### src/rtl/core/edacc_pkg.sv
// Shared types and constants for the Euclidean distance accumulator.
package edacc_pkg;

  // Input sample width and the derived difference magnitude width.
  localparam int SAMPLE_W = 16;
  localparam int MAG_W    = SAMPLE_W + 1;
  localparam int SQ_W     = 2 * MAG_W;

  // Running sum and root widths.
  localparam int SUM_W  = 44;
  localparam int ROOT_W = SUM_W / 2;

  // Default longest vector before the sum saturates.
  localparam int MAX_DIM_DEF = 4096;

  // Depth of the queue between accumulator and root unit.
  localparam int QUEUE_DEPTH = 2;

  // One input request: a pair of matching vector elements.
  typedef struct packed {
    logic signed [SAMPLE_W-1:0] first_element;
    logic signed [SAMPLE_W-1:0] second_element;
    logic                       last_element;
  } edacc_in_t;

  // One result: the distance and the overflow flag.
  typedef struct packed {
    logic [ROOT_W-1:0] distance_value;
    logic              overflowed;
  } edacc_out_t;

  // A finished vector sum handed from the front to the root unit.
  typedef struct packed {
    logic [SUM_W-1:0] sum;
    logic             overflowed;
  } edacc_sum_t;

endpackage

### src/rtl/core/edacc_front.sv
// Front end: difference, square and saturating accumulation of element pairs.
module edacc_front
  import edacc_pkg::*;
#(
  parameter int MAX_DIM = MAX_DIM_DEF
) (
  input  logic       clk,
  input  logic       rst_n,
  input  logic       in_valid,
  output logic       in_ready,
  input  edacc_in_t  in_req,
  output logic       push_valid,
  input  logic       push_ready,
  output edacc_sum_t push_data
);

  localparam int CNT_W = $clog2(MAX_DIM + 2);
  localparam logic [CNT_W-1:0] CNT_MAX = CNT_W'(MAX_DIM);
  localparam logic [CNT_W-1:0] CNT_OVF = CNT_W'(MAX_DIM + 1);
  localparam logic [SUM_W-1:0] SUM_MAX = {SUM_W{1'b1}};

  logic             s1_valid_r;
  logic             s1_last_r;
  logic [MAG_W-1:0] mag_r;
  logic             s2_valid_r;
  logic             s2_last_r;
  logic [SUM_W-1:0] sq_r;
  logic [SUM_W-1:0] sum_r, sum_nxt;
  logic [CNT_W-1:0] cnt_r, cnt_nxt;

  logic signed [MAG_W-1:0] diff;
  logic [MAG_W-1:0]        mag;
  logic [SQ_W-1:0]         sq;
  logic [SUM_W:0]          sum_add;
  logic [CNT_W-1:0]        cnt_inc;
  logic [SUM_W-1:0]        sum_acc;
  logic [CNT_W-1:0]        cnt_acc;
  logic                    advance;

  // The pipeline stalls only when a finished vector cannot enter the queue.
  assign advance  = !(s2_valid_r && s2_last_r && !push_ready);
  assign in_ready = advance;

  // Stage one: signed difference and its magnitude.
  always_comb begin
    diff = $signed({in_req.first_element[SAMPLE_W-1], in_req.first_element})
         - $signed({in_req.second_element[SAMPLE_W-1], in_req.second_element});
    mag  = diff[MAG_W-1] ? MAG_W'(-diff) : MAG_W'(diff);
  end

  // Stage two: the square, which always fits below the sum width.
  assign sq = mag_r * mag_r;

  // Stage three: count, saturating add and end-of-vector handling.
  always_comb begin
    cnt_inc = (cnt_r <= CNT_MAX) ? cnt_r + CNT_W'(1) : cnt_r;
    sum_add = {1'b0, sum_r} + {1'b0, sq_r};
    if (cnt_inc > CNT_MAX) begin
      sum_acc = SUM_MAX;
      cnt_acc = cnt_inc;
    end else if (sum_add[SUM_W]) begin
      sum_acc = SUM_MAX;
      cnt_acc = CNT_OVF;
    end else begin
      sum_acc = sum_add[SUM_W-1:0];
      cnt_acc = cnt_inc;
    end

    push_valid           = s2_valid_r && s2_last_r;
    push_data.sum        = sum_acc;
    push_data.overflowed = (cnt_acc > CNT_MAX);

    sum_nxt = sum_r;
    cnt_nxt = cnt_r;
    if (s2_valid_r && advance) begin
      if (s2_last_r) begin
        sum_nxt = '0;
        cnt_nxt = '0;
      end else begin
        sum_nxt = sum_acc;
        cnt_nxt = cnt_acc;
      end
    end
  end

  // Control state.
  always_ff @(posedge clk) begin
    if (!rst_n) begin
      s1_valid_r <= 1'b0;
      s2_valid_r <= 1'b0;
      sum_r      <= '0;
      cnt_r      <= '0;
    end else begin
      if (advance) begin
        s1_valid_r <= in_valid;
        s2_valid_r <= s1_valid_r;
      end
      sum_r <= sum_nxt;
      cnt_r <= cnt_nxt;
    end
  end

  // Pipeline payload.
  always_ff @(posedge clk) begin
    if (advance) begin
      mag_r     <= mag;
      s1_last_r <= in_req.last_element;
      sq_r      <= SUM_W'(sq);
      s2_last_r <= s1_last_r;
    end
  end

  // The count never passes the overflow mark.
  a_cnt_bound: assert property (@(posedge clk) disable iff (!rst_n)
    cnt_r <= CNT_OVF)
    else $error("element count beyond overflow mark");

  // Once overflowed, the sum stays saturated until the vector ends.
  a_ovf_sat: assert property (@(posedge clk) disable iff (!rst_n)
    cnt_r == CNT_OVF |-> sum_r == SUM_MAX)
    else $error("overflowed vector without saturated sum");

  // A finished vector is held at the queue until taken.
  a_push_hold: assert property (@(posedge clk) disable iff (!rst_n)
    push_valid && !push_ready |=> push_valid && $stable(push_data))
    else $error("finished vector dropped while queue full");

endmodule

### src/rtl/core/edacc_fifo.sv
// Small register queue carrying finished sums from the front to the root unit.
module edacc_fifo
  import edacc_pkg::*;
(
  input  logic       clk,
  input  logic       rst_n,
  input  logic       push_valid,
  output logic       push_ready,
  input  edacc_sum_t push_data,
  output logic       pop_valid,
  input  logic       pop_ready,
  output edacc_sum_t pop_data
);

  localparam int PTR_W = (QUEUE_DEPTH > 1) ? $clog2(QUEUE_DEPTH) : 1;
  localparam int CNT_W = $clog2(QUEUE_DEPTH + 1);
  localparam logic [PTR_W-1:0] PTR_LAST = PTR_W'(QUEUE_DEPTH - 1);
  localparam logic [CNT_W-1:0] CNT_FULL = CNT_W'(QUEUE_DEPTH);

  edacc_sum_t       entry_r [QUEUE_DEPTH];
  logic [PTR_W-1:0] wr_ptr_r, wr_ptr_nxt;
  logic [PTR_W-1:0] rd_ptr_r, rd_ptr_nxt;
  logic [CNT_W-1:0] cnt_r, cnt_nxt;
  logic             do_push, do_pop;

  assign push_ready = (cnt_r != CNT_FULL);
  assign pop_valid  = (cnt_r != '0);
  assign pop_data   = entry_r[rd_ptr_r];
  assign do_push    = push_valid && push_ready;
  assign do_pop     = pop_valid && pop_ready;

  // Pointer and fill count update.
  always_comb begin
    wr_ptr_nxt = wr_ptr_r;
    rd_ptr_nxt = rd_ptr_r;
    cnt_nxt    = cnt_r;
    if (do_push) begin
      wr_ptr_nxt = (wr_ptr_r == PTR_LAST) ? '0 : wr_ptr_r + PTR_W'(1);
    end
    if (do_pop) begin
      rd_ptr_nxt = (rd_ptr_r == PTR_LAST) ? '0 : rd_ptr_r + PTR_W'(1);
    end
    if (do_push && !do_pop) begin
      cnt_nxt = cnt_r + CNT_W'(1);
    end else if (do_pop && !do_push) begin
      cnt_nxt = cnt_r - CNT_W'(1);
    end
  end

  always_ff @(posedge clk) begin
    if (!rst_n) begin
      wr_ptr_r <= '0;
      rd_ptr_r <= '0;
      cnt_r    <= '0;
    end else begin
      wr_ptr_r <= wr_ptr_nxt;
      rd_ptr_r <= rd_ptr_nxt;
      cnt_r    <= cnt_nxt;
    end
  end

  // Entry storage.
  always_ff @(posedge clk) begin
    if (do_push) begin
      entry_r[wr_ptr_r] <= push_data;
    end
  end

  // The fill count stays within the depth.
  a_fill_bound: assert property (@(posedge clk) disable iff (!rst_n)
    cnt_r <= CNT_FULL)
    else $error("queue fill count beyond depth");

endmodule

### src/rtl/core/edacc_sqrt.sv
// Back end: bit-serial integer square root and the result register.
module edacc_sqrt
  import edacc_pkg::*;
(
  input  logic       clk,
  input  logic       rst_n,
  input  logic       pop_valid,
  output logic       pop_ready,
  input  edacc_sum_t pop_data,
  output logic       out_valid,
  input  logic       out_ready,
  output edacc_out_t out_res
);

  localparam int REM_W  = ROOT_W + 3;
  localparam int STEP_W = $clog2(ROOT_W);
  localparam logic [STEP_W-1:0] STEP_LAST = STEP_W'(ROOT_W - 1);

  localparam logic [1:0] ST_IDLE = 2'd0;
  localparam logic [1:0] ST_RUN  = 2'd1;
  localparam logic [1:0] ST_WAIT = 2'd2;

  logic [1:0]        state_r, state_nxt;
  logic [STEP_W-1:0] step_r, step_nxt;
  logic [SUM_W-1:0]  value_r, value_nxt;
  logic [REM_W-1:0]  rem_r, rem_nxt;
  logic [ROOT_W-1:0] root_r, root_nxt;
  logic              ovf_r, ovf_nxt;
  logic              out_valid_r, out_valid_nxt;
  edacc_out_t        out_res_r, out_res_nxt;

  logic [REM_W-1:0]  rem_sh;
  logic [REM_W-1:0]  trial;
  logic              load_out;

  assign out_valid = out_valid_r;
  assign out_res   = out_res_r;
  assign pop_ready = (state_r == ST_IDLE);
  assign load_out  = (state_r == ST_WAIT) && (!out_valid_r || out_ready);

  // One root bit per cycle: bring down two bits and try to subtract.
  always_comb begin
    rem_sh = {rem_r[REM_W-3:0], value_r[SUM_W-1 -: 2]};
    trial  = REM_W'({root_r, 2'b01});
  end

  always_comb begin
    state_nxt     = state_r;
    step_nxt      = step_r;
    value_nxt     = value_r;
    rem_nxt       = rem_r;
    root_nxt      = root_r;
    ovf_nxt       = ovf_r;
    out_valid_nxt = out_valid_r;
    out_res_nxt   = out_res_r;

    // The result register empties when the receiver takes it.
    if (out_valid_r && out_ready) begin
      out_valid_nxt = 1'b0;
    end

    case (state_r)
      ST_IDLE: begin
        if (pop_valid) begin
          value_nxt = pop_data.sum;
          ovf_nxt   = pop_data.overflowed;
          rem_nxt   = '0;
          root_nxt  = '0;
          step_nxt  = '0;
          state_nxt = ST_RUN;
        end
      end
      ST_RUN: begin
        value_nxt = {value_r[SUM_W-3:0], 2'b00};
        if (rem_sh >= trial) begin
          rem_nxt  = rem_sh - trial;
          root_nxt = {root_r[ROOT_W-2:0], 1'b1};
        end else begin
          rem_nxt  = rem_sh;
          root_nxt = {root_r[ROOT_W-2:0], 1'b0};
        end
        step_nxt = step_r + STEP_W'(1);
        if (step_r == STEP_LAST) begin
          state_nxt = ST_WAIT;
        end
      end
      ST_WAIT: begin
        if (load_out) begin
          out_valid_nxt              = 1'b1;
          out_res_nxt.distance_value = root_r;
          out_res_nxt.overflowed     = ovf_r;
          state_nxt                  = ST_IDLE;
        end
      end
      default: begin
        state_nxt = ST_IDLE;
      end
    endcase
  end

  // Control state.
  always_ff @(posedge clk) begin
    if (!rst_n) begin
      state_r     <= ST_IDLE;
      out_valid_r <= 1'b0;
    end else begin
      state_r     <= state_nxt;
      out_valid_r <= out_valid_nxt;
    end
  end

  // Datapath registers.
  always_ff @(posedge clk) begin
    step_r    <= step_nxt;
    value_r   <= value_nxt;
    rem_r     <= rem_nxt;
    root_r    <= root_nxt;
    ovf_r     <= ovf_nxt;
    out_res_r <= out_res_nxt;
  end

  // The partial remainder never exceeds twice the partial root.
  a_rem_bound: assert property (@(posedge clk) disable iff (!rst_n)
    state_r == ST_WAIT |-> rem_r <= REM_W'({root_r, 1'b0}))
    else $error("square root remainder out of range");

  // A saturated vector always reads as the largest distance.
  a_ovf_root: assert property (@(posedge clk) disable iff (!rst_n)
    out_valid_r && out_res_r.overflowed |-> out_res_r.distance_value == {ROOT_W{1'b1}})
    else $error("overflowed result without full-scale distance");

  // A new sum is taken only when the unit is idle.
  a_pop_idle: assert property (@(posedge clk) disable iff (!rst_n)
    pop_valid && pop_ready |=> state_r == ST_RUN && step_r == '0)
    else $error("root unit did not start on a new sum");

endmodule

### src/rtl/core/euclidean_distance_accumulator.sv
// Top level of the Euclidean distance accumulator.
//
// Usage: each input request on in_valid/in_ready carries one pair of signed
// 16-bit elements and a last flag. The front squares the element difference
// and adds it to a 44-bit running sum. The request marked last closes the
// vector: its sum goes into a two-entry queue and the sum is cleared.
// The back takes sums from the queue and computes the floor square root one
// bit per cycle; each result request on out_valid/out_ready carries the
// distance and an overflow flag. Vectors longer than MAX_DIM saturate the
// sum and report overflow with the full-scale distance.
// Throughput: one element pair per cycle inside a vector while the queue can
// take finished sums. The root unit loads a sum, iterates once per root bit
// and hands off the result before it takes the next, so short vectors are
// limited by the root unit.
// Reset clears the pipeline, the sum, the count, the queue and the result
// register. When the receiver stalls, the result register holds, the root
// unit waits, the queue fills, and then in_ready drops on a last element.
module euclidean_distance_accumulator
  import edacc_pkg::*;
#(
  parameter int MAX_DIM = MAX_DIM_DEF
) (
  input  logic       clk,
  input  logic       rst_n,
  input  logic       in_valid,
  output logic       in_ready,
  input  edacc_in_t  in_req,
  output logic       out_valid,
  input  logic       out_ready,
  output edacc_out_t out_res
);

  logic       push_valid, push_ready;
  edacc_sum_t push_data;
  logic       pop_valid, pop_ready;
  edacc_sum_t pop_data;

  // Accumulating front end.
  edacc_front #(
    .MAX_DIM(MAX_DIM)
  ) u_front (
    .clk        (clk),
    .rst_n      (rst_n),
    .in_valid   (in_valid),
    .in_ready   (in_ready),
    .in_req     (in_req),
    .push_valid (push_valid),
    .push_ready (push_ready),
    .push_data  (push_data)
  );

  // Queue of finished sums.
  edacc_fifo u_fifo (
    .clk        (clk),
    .rst_n      (rst_n),
    .push_valid (push_valid),
    .push_ready (push_ready),
    .push_data  (push_data),
    .pop_valid  (pop_valid),
    .pop_ready  (pop_ready),
    .pop_data   (pop_data)
  );

  // Square root back end.
  edacc_sqrt u_sqrt (
    .clk       (clk),
    .rst_n     (rst_n),
    .pop_valid (pop_valid),
    .pop_ready (pop_ready),
    .pop_data  (pop_data),
    .out_valid (out_valid),
    .out_ready (out_ready),
    .out_res   (out_res)
  );

endmodule

### config.mk
export PLATFORM = sky130hd
export DESIGN_NAME = euclidean_distance_accumulator
export DESIGN_NICKNAME = d
export VERILOG_FILES = /design/src/rtl/core/edacc_pkg.sv /design/src/rtl/core/edacc_front.sv /design/src/rtl/core/edacc_fifo.sv /design/src/rtl/core/edacc_sqrt.sv /design/src/rtl/core/euclidean_distance_accumulator.sv
export SDC_FILE = /design/constraint.sdc
export NUM_CORES = 1
export LEC_CHECK = 0
export ABC_AREA = 1
export ABC_CLOCK_PERIOD_IN_PS = 10800
export BUFFER_PORTS_ARGS = -buffer_cell sky130_fd_sc_hd__buf_2
export CAP_MARGIN = 40
export CORE_ASPECT_RATIO = 0.6
export CORE_MARGIN = 1.5
export CORE_UTILIZATION = 25
export DETAILED_ROUTE_END_ITERATION = 16
export SLEW_MARGIN = 5
export SYNTH_ARGS = -nofsm -noshare
export SYNTH_HDL_FRONTEND = slang
export SYNTH_SLANG_ARGS = --single-unit
### constraint.sdc
create_clock -name clk -period 10.8 [get_ports clk]
set_input_delay 1.08 -clock clk [delete_from_list [all_inputs] [get_ports clk]]
set_output_delay 1.08 -clock clk [all_outputs]
set_load 0.1 [all_outputs]
==> run_results.csv, run 1 <==
group,metric,value,unit
outcome,status,"complete, no violations",
drt,vias_per_cell,4.42,
timing,rsz0062_at_grt,"false",
timing,drv_slew,0,
drt,first_iter_violations,1952,
drt,wire_per_inst,14.2,um
setup_path,crit_type,"reg2reg",
grt,grt_overflow,0,
timing,clock.fmax,0.150,GHz
setup_path,start_kind,"register",
clocking,clock_latency,0.56,ns
synthesis,synthTopCellsByArea,"edfxtp_1 30%, fa_1 15%, nand2_1 11%, ha_1 8.9%, inv_1 8.7%",
clocking,cts_buffer_depth,3,
layout,syn_to_final_growth,11.5,%
die,coreArea,0.103,sq mm
drt,drc,0,
timing,hold_violations,0,
place,place.gp.congestion,0.936,
grt,grt_first_pass_wirelength,106000,um
clocking,post_cts_buffers,0,
synthesis,ys_types,41,
setup_path,cp_data_arrival_time,6.99,ns
layout,layout-drive-gt1-share,4.34,%
timing,maxSlewHeadroom,42.2,%
die,rows,91,
timing,setup_viol,0,
die,die-area,0.107,sq mm
grt,grtUsageTotal,12.2,%
die,die_h,254,um
clocking,cts_hold_buf,0,
place,hpwl,50900,um
place,port_buffers,61,
synthesis,avgSynthCellArea,8.21,sq um
drt,ant_nets,0,
grt,first_global_vias,19300,
setup_path,required,11.11,ns
drt,dr.pass1.iters,5,
clocking,cts_tree,"done",
clocking,htreeDepth,2,
clocking,clkTransAtPathRegs,0.06,ns
synthesis,syn_inst,3204,
grt,grt_antenna_before_repair,0,
synthesis,yosysTopAreaCell,"edfxtp_1",
clocking,root_buffer,"clkbuf_16",
min_path,hold_path.class,"reg2reg",
clocking,cts_resized,0,
drt,vias,20600,
synthesis,yosysSeqAreaShare,34.8,%
synthesis,synthDominantCellAreaShare,29.7,%
grt,grt_max_degree,71,
clocking,clkSinkCount,327,
timing,min_period,6.68,ns
setup_path,critPathMaxFanout,18,
synthesis,synth_most_common_cell,"nand2_1",
timing,tightest_slew,0.867,ns
setup_path,cp-end-kind,"register",
synthesis,syn_nets,3624,
timing,tns,0,ns
synthesis,synth-main-ff-cell,"edfxtp_1",
die,start_util,25.4,%
layout,diodes,0,
synthesis,async_flop_share,0,%
layout,fin_nets,3643,
timing,holdWs,0.421,ns
synthesis,synth_warnings,0,
die,die_w,422,um
synthesis,syn_area,0.0263,sq mm
timing,finalCritPeriodShare,61.9,%
drt,drt-total-wl,66100,um
synthesis,ys_seq_elements,327,
synthesis,synth_commonest_cells,"788 x nand2_1, 606 x inv_1, 284 x a21oi_1, 281 x nor2_1, 260 x edfxtp_1",
die,io_pins,62,
clocking,cts_inserted_buffers,36,
timing,fin_skew,0.0254,ns
synthesis,synth_edf_count,260,
job,drv_cap,0,
## layout by cell type, fill, tap and decap left out, drive strengths merged
| cell type | instances |
|---|---|
| fa | 195 |
| a21oi | 284 |
| nand2 | 788 |
| and3 | 1 |
| a22oi | 1 |
| buf | 77 |
| or2 | 2 |
| a21boi | 3 |
| dfxtp | 67 |
| nand4 | 21 |
| o211a | 1 |
| nand3 | 118 |
| nor3 | 16 |
| a221oi | 3 |
| nor3b | 1 |
| clkinvlp | 1 |
| xor2 | 64 |
| bufinv | 3 |
| clkbuf | 49 |
| clkinv | 10 |
| o21ai | 101 |
| o211ai | 3 |
| nor2 | 281 |
| o21bai | 20 |
| ha | 188 |
| o21a | 3 |
| edfxtp | 260 |
| nor4 | 8 |
| nand3b | 3 |
| and2 | 2 |
| a211oi | 2 |
| inv | 613 |
| o31ai | 2 |
| o22ai | 1 |
| xnor2 | 42 |
| nor4b | 1 |
| a31oi | 6 |
| a21o | 9 |
| o2111ai | 1 |
## state kept, by name, indices dropped and copies added, names as in the netlist, named ones only
signal / cells
u_sqrt.step_r: 5
u_sqrt.root_r: 22
u_sqrt.rem_r: 23
u_sqrt.ovf_r: 1
u_front.s1_valid_r: 1
u_front.s2_valid_r: 1
u_front.sum_r: 44
u_front.cnt_r: 13
u_front.mag_r: 17
u_front.s2_last_r: 1
u_sqrt.out_res: 23
u_front.s1_last_r: 1
u_sqrt.state_r: 2
u_front.sq_r: 33
u_fifo.entry_r: 90
u_sqrt.value_r: 44
u_fifo.wr_ptr_r: 1
u_sqrt.out_valid: 1
u_fifo.rd_ptr_r: 1
u_fifo.cnt_r: 2
## worst paths after layout
kind,start,endpoint,slack (ns),depth (start not counted)
min reg2reg,u_front.s1_last_r$_DFFE_PN_,u_front.s2_last_r$_DFFE_PN_,0.42,0
max reg2reg,u_front.mag_r[5]$_DFFE_PN_,u_front.sq_r[28]$_DFFE_PN_,4.12,22
min,u_front.s1_last_r$_DFFE_PN_,u_front.s2_last_r$_DFFE_PN_,0.42,0
max,u_front.mag_r[5]$_DFFE_PN_,u_front.sq_r[28]$_DFFE_PN_,4.12,22
## layer usage
metal	track usage (%)	routed length, um
met2	15.9	24300
met3	2.93	6010
met5	0	0
met4	1.93	735
met1	19.8	35000
## logic make-up after synthesis
family          synth area share, %
simple gates                   18.8
compound gates                 8.94
xor+xnor                       3.53
fa+ha+maj                      23.8
flops                          34.8
buf+inv                        10.2
## critical path, stage by stage (launching register included)
cell	delay, ns
edfxtp_1	0.88
nand2_1	0.17
fa_1	0.64
inv_1	0.07
fa_1	0.51
inv_1	0.05
fa_1	0.47
inv_1	0.05
fa_1	0.50
fa_1	0.55
inv_1	0.06
fa_1	0.53
inv_1	0.04
ha_1	0.37
nand2_1	0.14
nor4_1	0.30
a21oi_1	0.17
o21bai_1	0.34
a21oi_1	0.18
o21ai_0	0.24
nand2_1	0.07
inv_1	0.06
nor2_1	0.03
## metrics by stage
stage | instances | utilization, % | area, sq um | worst slack [ns]
CTS | 4646 | 28.3 | 29300 | 4.09
floorplan | 3204 | - | 26300 | 4.73
finish | 4646 | 28.3 | 29300 | 4.12
global route | 4646 | 28.3 | 29300 | 3.74
global placement | 4578 | 27.2 | 28100 | 4.15
detailed placement | 4580 | 27.2 | 28100 | 4.10
## layout make-up
class                      instances  area, sq um
fill                           11100        74200
multi-input combinational       2171        14500
sequential                       327         9150
inverter                         610         2290
tap                             1395         1750
clock buffer                      49          960
timing repair buffer              77          453
clock inverter                    17          210
Power of run 1 is not shown: default switching activity piles up to over one toggle a cycle in this logic, so the estimate is an artifact.
==> inputs of run 2 (changes only) <==
- ABC_CLOCK_PERIOD_IN_PS: 10800 -> 5700
- clock period: 10.8 -> 5.7 ns (I/O delays scaled with it)
==> run 2 against run 1 <==
- global-route usage up 0.29 points
- final cell count up 3.2%
- first-iteration DRC count down 17%
- critical path type unchanged
- critical endpoint is now u_front.sq_r[26]$_DFFE_PN_
- highest routed layer unchanged
==> run_results.csv, run 2 (synthesis gave the netlist of run 1 again) <==
group,metric,value,unit
setup_path,startpoint,"u_front.mag_r[10]$_DFFE_PN_",
outcome,status,"complete, no violations",
die,coreArea,0.103,sq mm
layout,largest_register,"u_fifo.entry_r",
place,dp_slack,-0.204,ns
layout,mostFrequentLayoutCell,"nand2_1",
die,rows,91,
clocking,htreeDepth,2,
grt,grt_overflow,0,
setup_path,required,6.01,ns
place,placed_area,0.0292,sq mm
setup_path,cp_data_arrival_time,5.92,ns
place,hpwl,52400,um
timing,clock.fmax,0.178,GHz
setup_path,crit_type,"reg2reg",
drt,vias_per_cell,4.37,
drt,wire_per_inst,14.3,um
clocking,cts_tree,"done",
layout,diodes,0,
setup_path,r2r-end,"u_front.sq_r[26]$_DFFE_PN_",
die,die_w,422,um
drt,ant_nets,0,
clocking,cts_buffer_depth,3,
grt,grt_first_pass_wirelength,108000,um
layout,top_regs,"u_fifo.entry_r x90, u_front.sum_r x44, u_sqrt.value_r x44",
die,die-area,0.107,sq mm
timing,tns,0,ns
timing,finalCritPeriodShare,98.5,%
place,port_buffers,61,
clocking,clkTransAtPathRegs,0.06,ns
layout,post-route-util,30.1,%
drt,first_iter_violations,1614,
layout,layout-drive-gt1-share,12.0,%
setup_path,r2r-start,"u_front.mag_r[10]$_DFFE_PN_",
timing,fin_skew,0.0493,ns
min_path,worstHoldStart,"in_req[0]",
drt,drc,0,
layout,fillerInstances,10900,
layout,fin_nets,3793,
layout,syn_to_final_growth,18.4,%
timing,fin_ws,0.0873,ns
grt,grtUsageTotal,12.5,%
clocking,clkSinkCount,327,
timing,setup_viol,0,
timing,maxSlewHeadroom,42.9,%
setup_path,start_kind,"register",
clocking,clock_latency,0.59,ns
job,drv_cap,0,
clocking,root_buffer,"clkbuf_16",
setup_path,critPathMaxFanout,6,
timing,tightest_slew,0.853,ns
place,place.gp.congestion,0.940,
drt,vias,20900,
die,start_util,25.4,%
setup_path,cp-end-kind,"register",
layout,finalInstanceArea,0.0311,sq mm
drt,dr.pass1.iters,5,
setup_path,reg2reg_depth,24,
grt,grt_max_degree,70,
setup_path,endpoint,"u_front.sq_r[26]$_DFFE_PN_",
setup_path,reg2reg_slack,0.09,ns
clocking,cts_hold_buf,0,
min_path,hold_path.class,"in2reg",
grt,first_global_vias,19600,
drt,drt-total-wl,68300,um
timing,hold_violations,0,
timing,rsz0062_at_grt,"true",
die,die_h,254,um
grt,grt_antenna_before_repair,1,
clocking,cts_inserted_buffers,36,
die,io_pins,62,
timing,drv_slew,0,
timing,min_period,5.61,ns
layout,largest_reg_flops,90,
layout,final_cell_mix,"758 x nand2_1, 582 x inv_1, 273 x nor2_1, 266 x a21oi_1, 260 x edfxtp_1",
run 2: cell types whose count changed in the layout (fill, tap and decap cells not counted), sizes merged:
cell and delta:
clkinv +1, inv +1, clkbuf -5, clkinvlp +3
buf +150
run 2: worst min path at each step:
stage / end / slack [ns] / cells past startpoint
finish: u_front.s1_last_r$_DFFE_PN_ / 0.16 / 1
global route: u_front.s1_last_r$_DFFE_PN_ / 0.16 / 1
CTS: u_front.s1_last_r$_DFFE_PN_ / 0.14 / 1
detailed placement: u_front.s2_last_r$_DFFE_PN_ / 0.41 / 0
global placement: u_front.s2_last_r$_DFFE_PN_ / 0.42 / 0
floorplan: u_front.s2_last_r$_DFFE_PN_ / 0.40 / 0
run 2: per-stage QoR:
stage | hold slack (ns) | instances
6_report | 0.164 | 4796
5_1_grt | 0.157 | 4796
4_1_cts | 0.138 | 4781
3_5_place_dp | 0.413 | 4710
3_3_place_gp | 0.416 | 4709
2_1_floorplan | 0.400 | 3204
run 2: worst max-delay path, cell delays in order (launching register included):
cell and delay [ns]:
edfxtp_1 0.53, nand2_2 0.10, fa_2 0.59, inv_2 0.04, fa_1 0.51, inv_2 0.04
fa_1 0.47, inv_1 0.05, fa_1 0.46, fa_1 0.56, inv_2 0.04, fa_1 0.54
inv_2 0.05, ha_4 0.26, nand2_2 0.07, nand2_2 0.05, buf_4 0.14, a21boi_4 0.17
nand2_2 0.06, a21oi_2 0.13, inv_1 0.07, a21oi_2 0.16, inv_1 0.07, a21oi_2 0.14
xor2_1 0.08
run 2: timing repair:
item                                    in CTS  in global routing
pin swaps                                   10                 66
setup buffers                                5                 15
endpoints found under the setup margin      12                 15
resized for setup                           24                136
cloned                                       0                  0
run 2: layout make-up:
type | count | area (sq um) | share of cell area (%)
clock buffer | 44 | 931 | 2.99
clock inverter | 22 | 241 | 0.776
inverter | 610 | 2290 | 7.35
multi-input combinational | 2171 | 15000 | 48.3
sequential | 327 | 9150 | 29.4
tap | 1395 | 1750 | 5.61
timing repair buffer | 227 | 1740 | 5.57
run 2: layer usage:
metal	GRT usage, %	share of wire [%]	up-vias
met5	0	0	-
met4	1.82	0.93	0
li1	-	-	10500
met1	20.4	53	9881
met3	3.09	8.1	51
met2	16.2	38	548
Power of run 2 is left out for the same reason.
==> inputs of run 3 (changes only) <==
- CTS_BUF_LIST: not set -> sky130_fd_sc_hd__clkbuf_8
==> run 3 against run 2 <==
- clock skew is 0.020 ns higher
- sequential cell count stayed put
- via count is 1.3% higher
- fmax is 1.2% lower
- core utilization is 0.18 points higher
==> run_results.csv, run 3 (synthesis gave the netlist of run 1 again) <==
group,metric,value,unit
setup_path,cpPeakStageDelay,0.53,ns
layout,final_cell_mix,"758 x nand2_1, 595 x inv_1, 272 x nor2_1, 269 x a21oi_1, 260 x edfxtp_1",
clocking,root_buffer,"clkbuf_8",
layout,fin_nets,3827,
layout,largest_register,"u_fifo.entry_r",
setup_path,crit_slowest_cell,"fa_1",
timing,fin_skew,0.0697,ns
layout,layout-drive-gt1-share,13.4,%
grt,grtUsageTotal,12.5,%
place,port_buffers,61,
drt,vias,21200,
clocking,cts_tree,"done",
die,die-area,0.107,sq mm
timing,hold_violations,0,
grt,grt_antenna_before_repair,0,
timing,min_period,5.68,ns
setup_path,path_cells,"buf_6, buf_8, nand2_4, inv_2, fa_1, inv_1, fa_1, inv_2, fa_1, fa_1, fa_1, inv_2, fa_1, inv_2, ha_4, buf_6, a21oi_4, buf_6, o21ai_4, a21oi_2, o211ai_1, nand4_1, nand3_1, xnor2_1",
setup_path,cp_data_arrival_time,6.10,ns
timing,drv_slew,0,
setup_path,required,6.12,ns
timing,clock.fmax,0.176,GHz
drt,drt-total-wl,69500,um
outcome,status,"complete, no violations",
drt,first_iter_violations,1604,
layout,syn_to_final_growth,19.1,%
die,io_pins,62,
setup_path,cp-end-kind,"register",
drt,vias_per_cell,4.38,
place,hpwl,52400,um
grt,grt_first_pass_wirelength,109000,um
layout,post-route-util,30.3,%
layout,largest_reg_flops,90,
layout,diodes,0,
timing,setup_viol,0,
setup_path,start_kind,"register",
clocking,cts_inserted_buffers,51,
die,coreArea,0.103,sq mm
layout,mostFrequentLayoutCell,"nand2_1",
die,die_w,422,um
layout,top_regs,"u_fifo.entry_r x90, u_front.sum_r x44, u_sqrt.value_r x44",
timing,rsz0062_at_grt,"true",
setup_path,critPathMaxFanout,4,
clocking,htreeDepth,2,
timing,finalCritPeriodShare,99.7,%
die,rows,91,
setup_path,crit_top_cell,"fa_1",
clocking,cts_hold_buf,0,
drt,ant_nets,0,
timing,tightest_slew,0.845,ns
clocking,clkTransAtPathRegs,0.07,ns
clocking,clock_latency,0.69,ns
job,drv_cap,0,
drt,wire_per_inst,14.4,um
clocking,clkSinkCount,327,
setup_path,crit_type,"reg2reg",
grt,grt_max_degree,70,
place,place.gp.congestion,0.940,
die,die_h,254,um
drt,dr.pass1.iters,5,
clocking,cts_buffer_depth,3,
grt,first_global_vias,19800,
timing,maxSlewHeadroom,43.4,%
drt,drc,0,
grt,grt_overflow,0,
layout,fillerInstances,10900,
min_path,hold_path.class,"in2reg",
die,start_util,25.4,%
## run 3: changes by cell type in the layout (fill, tap and decap cells not counted), sizes merged
cell      delta
clkinvlp     -3
clkinv       -1
inv         +17
clkbuf      +16
buf         +19
## run 3: area by class of cell
cell class	instances	area [sq um]	share of cell area [%]
clock buffers	60	826	2.64
clock inverters	35	251	0.803
inverters	610	2290	7.31
multi-input cells	2171	15200	48.4
flip-flops and latches	327	9150	29.2
well taps	1395	1750	5.57
repair buffers	246	1900	6.07
## run 3: metal layers
| layer | GRT usage, % | vias up | share of wire (%) |
|---|---|---|---|
| met3 | 3.33 | 51 | 8.6 |
| met4 | 1.89 | 0 | 1.0 |
| li1 | - | 10500 | - |
| met1 | 20.4 | 10000 | 53 |
| met5 | 0 | - | 0 |
| met2 | 16.2 | 589 | 37 |
## run 3: what timing repair did
action | in CTS | in global routing
cloned | 0 | 1
pin swaps | 22 | 82
resized for setup | 37 | 151
setup buffers | 7 | 33
endpoints found under the setup margin | 12 | 17
## run 3: worst max-delay path: cells and delay by family (launching register included)
family	cells	cell delay [ns]
AND/OR/NAND/NOR	3	0.31
XOR/XNOR	1	0.06
flip-flops	1	0.43
buffers and inverters	9	0.75
adder cells (fa/ha/maj)	7	3.25
AO/OA/AOI/OAI	4	0.65
## run 3: final timing paths
kind	from	end	slack (ns)	cells after the start
setup / recovery	u_front.mag_r[2]$_DFFE_PN_	u_front.sq_r[33]$_DFFE_PN_	0.02	24
hold / removal	in_req[0]	u_front.s1_last_r$_DFFE_PN_	0.07	1
setup reg to reg	u_front.mag_r[2]$_DFFE_PN_	u_front.sq_r[33]$_DFFE_PN_	0.02	24
hold reg to reg	u_front.s1_last_r$_DFFE_PN_	u_front.s2_last_r$_DFFE_PN_	0.43	0
## run 3: metrics by stage
stage	cell area [sq um]	setup slack [ns]	setup TNS, ns	hold WS, ns	cells
finish	31300	0.0165	0	0.0666	4844
global route	31300	-0.189	-1.22	0.0422	4844
CTS	30500	-0.0160	-0.0240	0.0342	4811
detailed placement	29200	-0.204	-1.07	0.413	4710
global placement	29200	-0.172	-0.958	0.416	4709
floorplan	26400	-0.0156	-0.0156	0.400	3204
Power of run 3 is left out for the same reason.
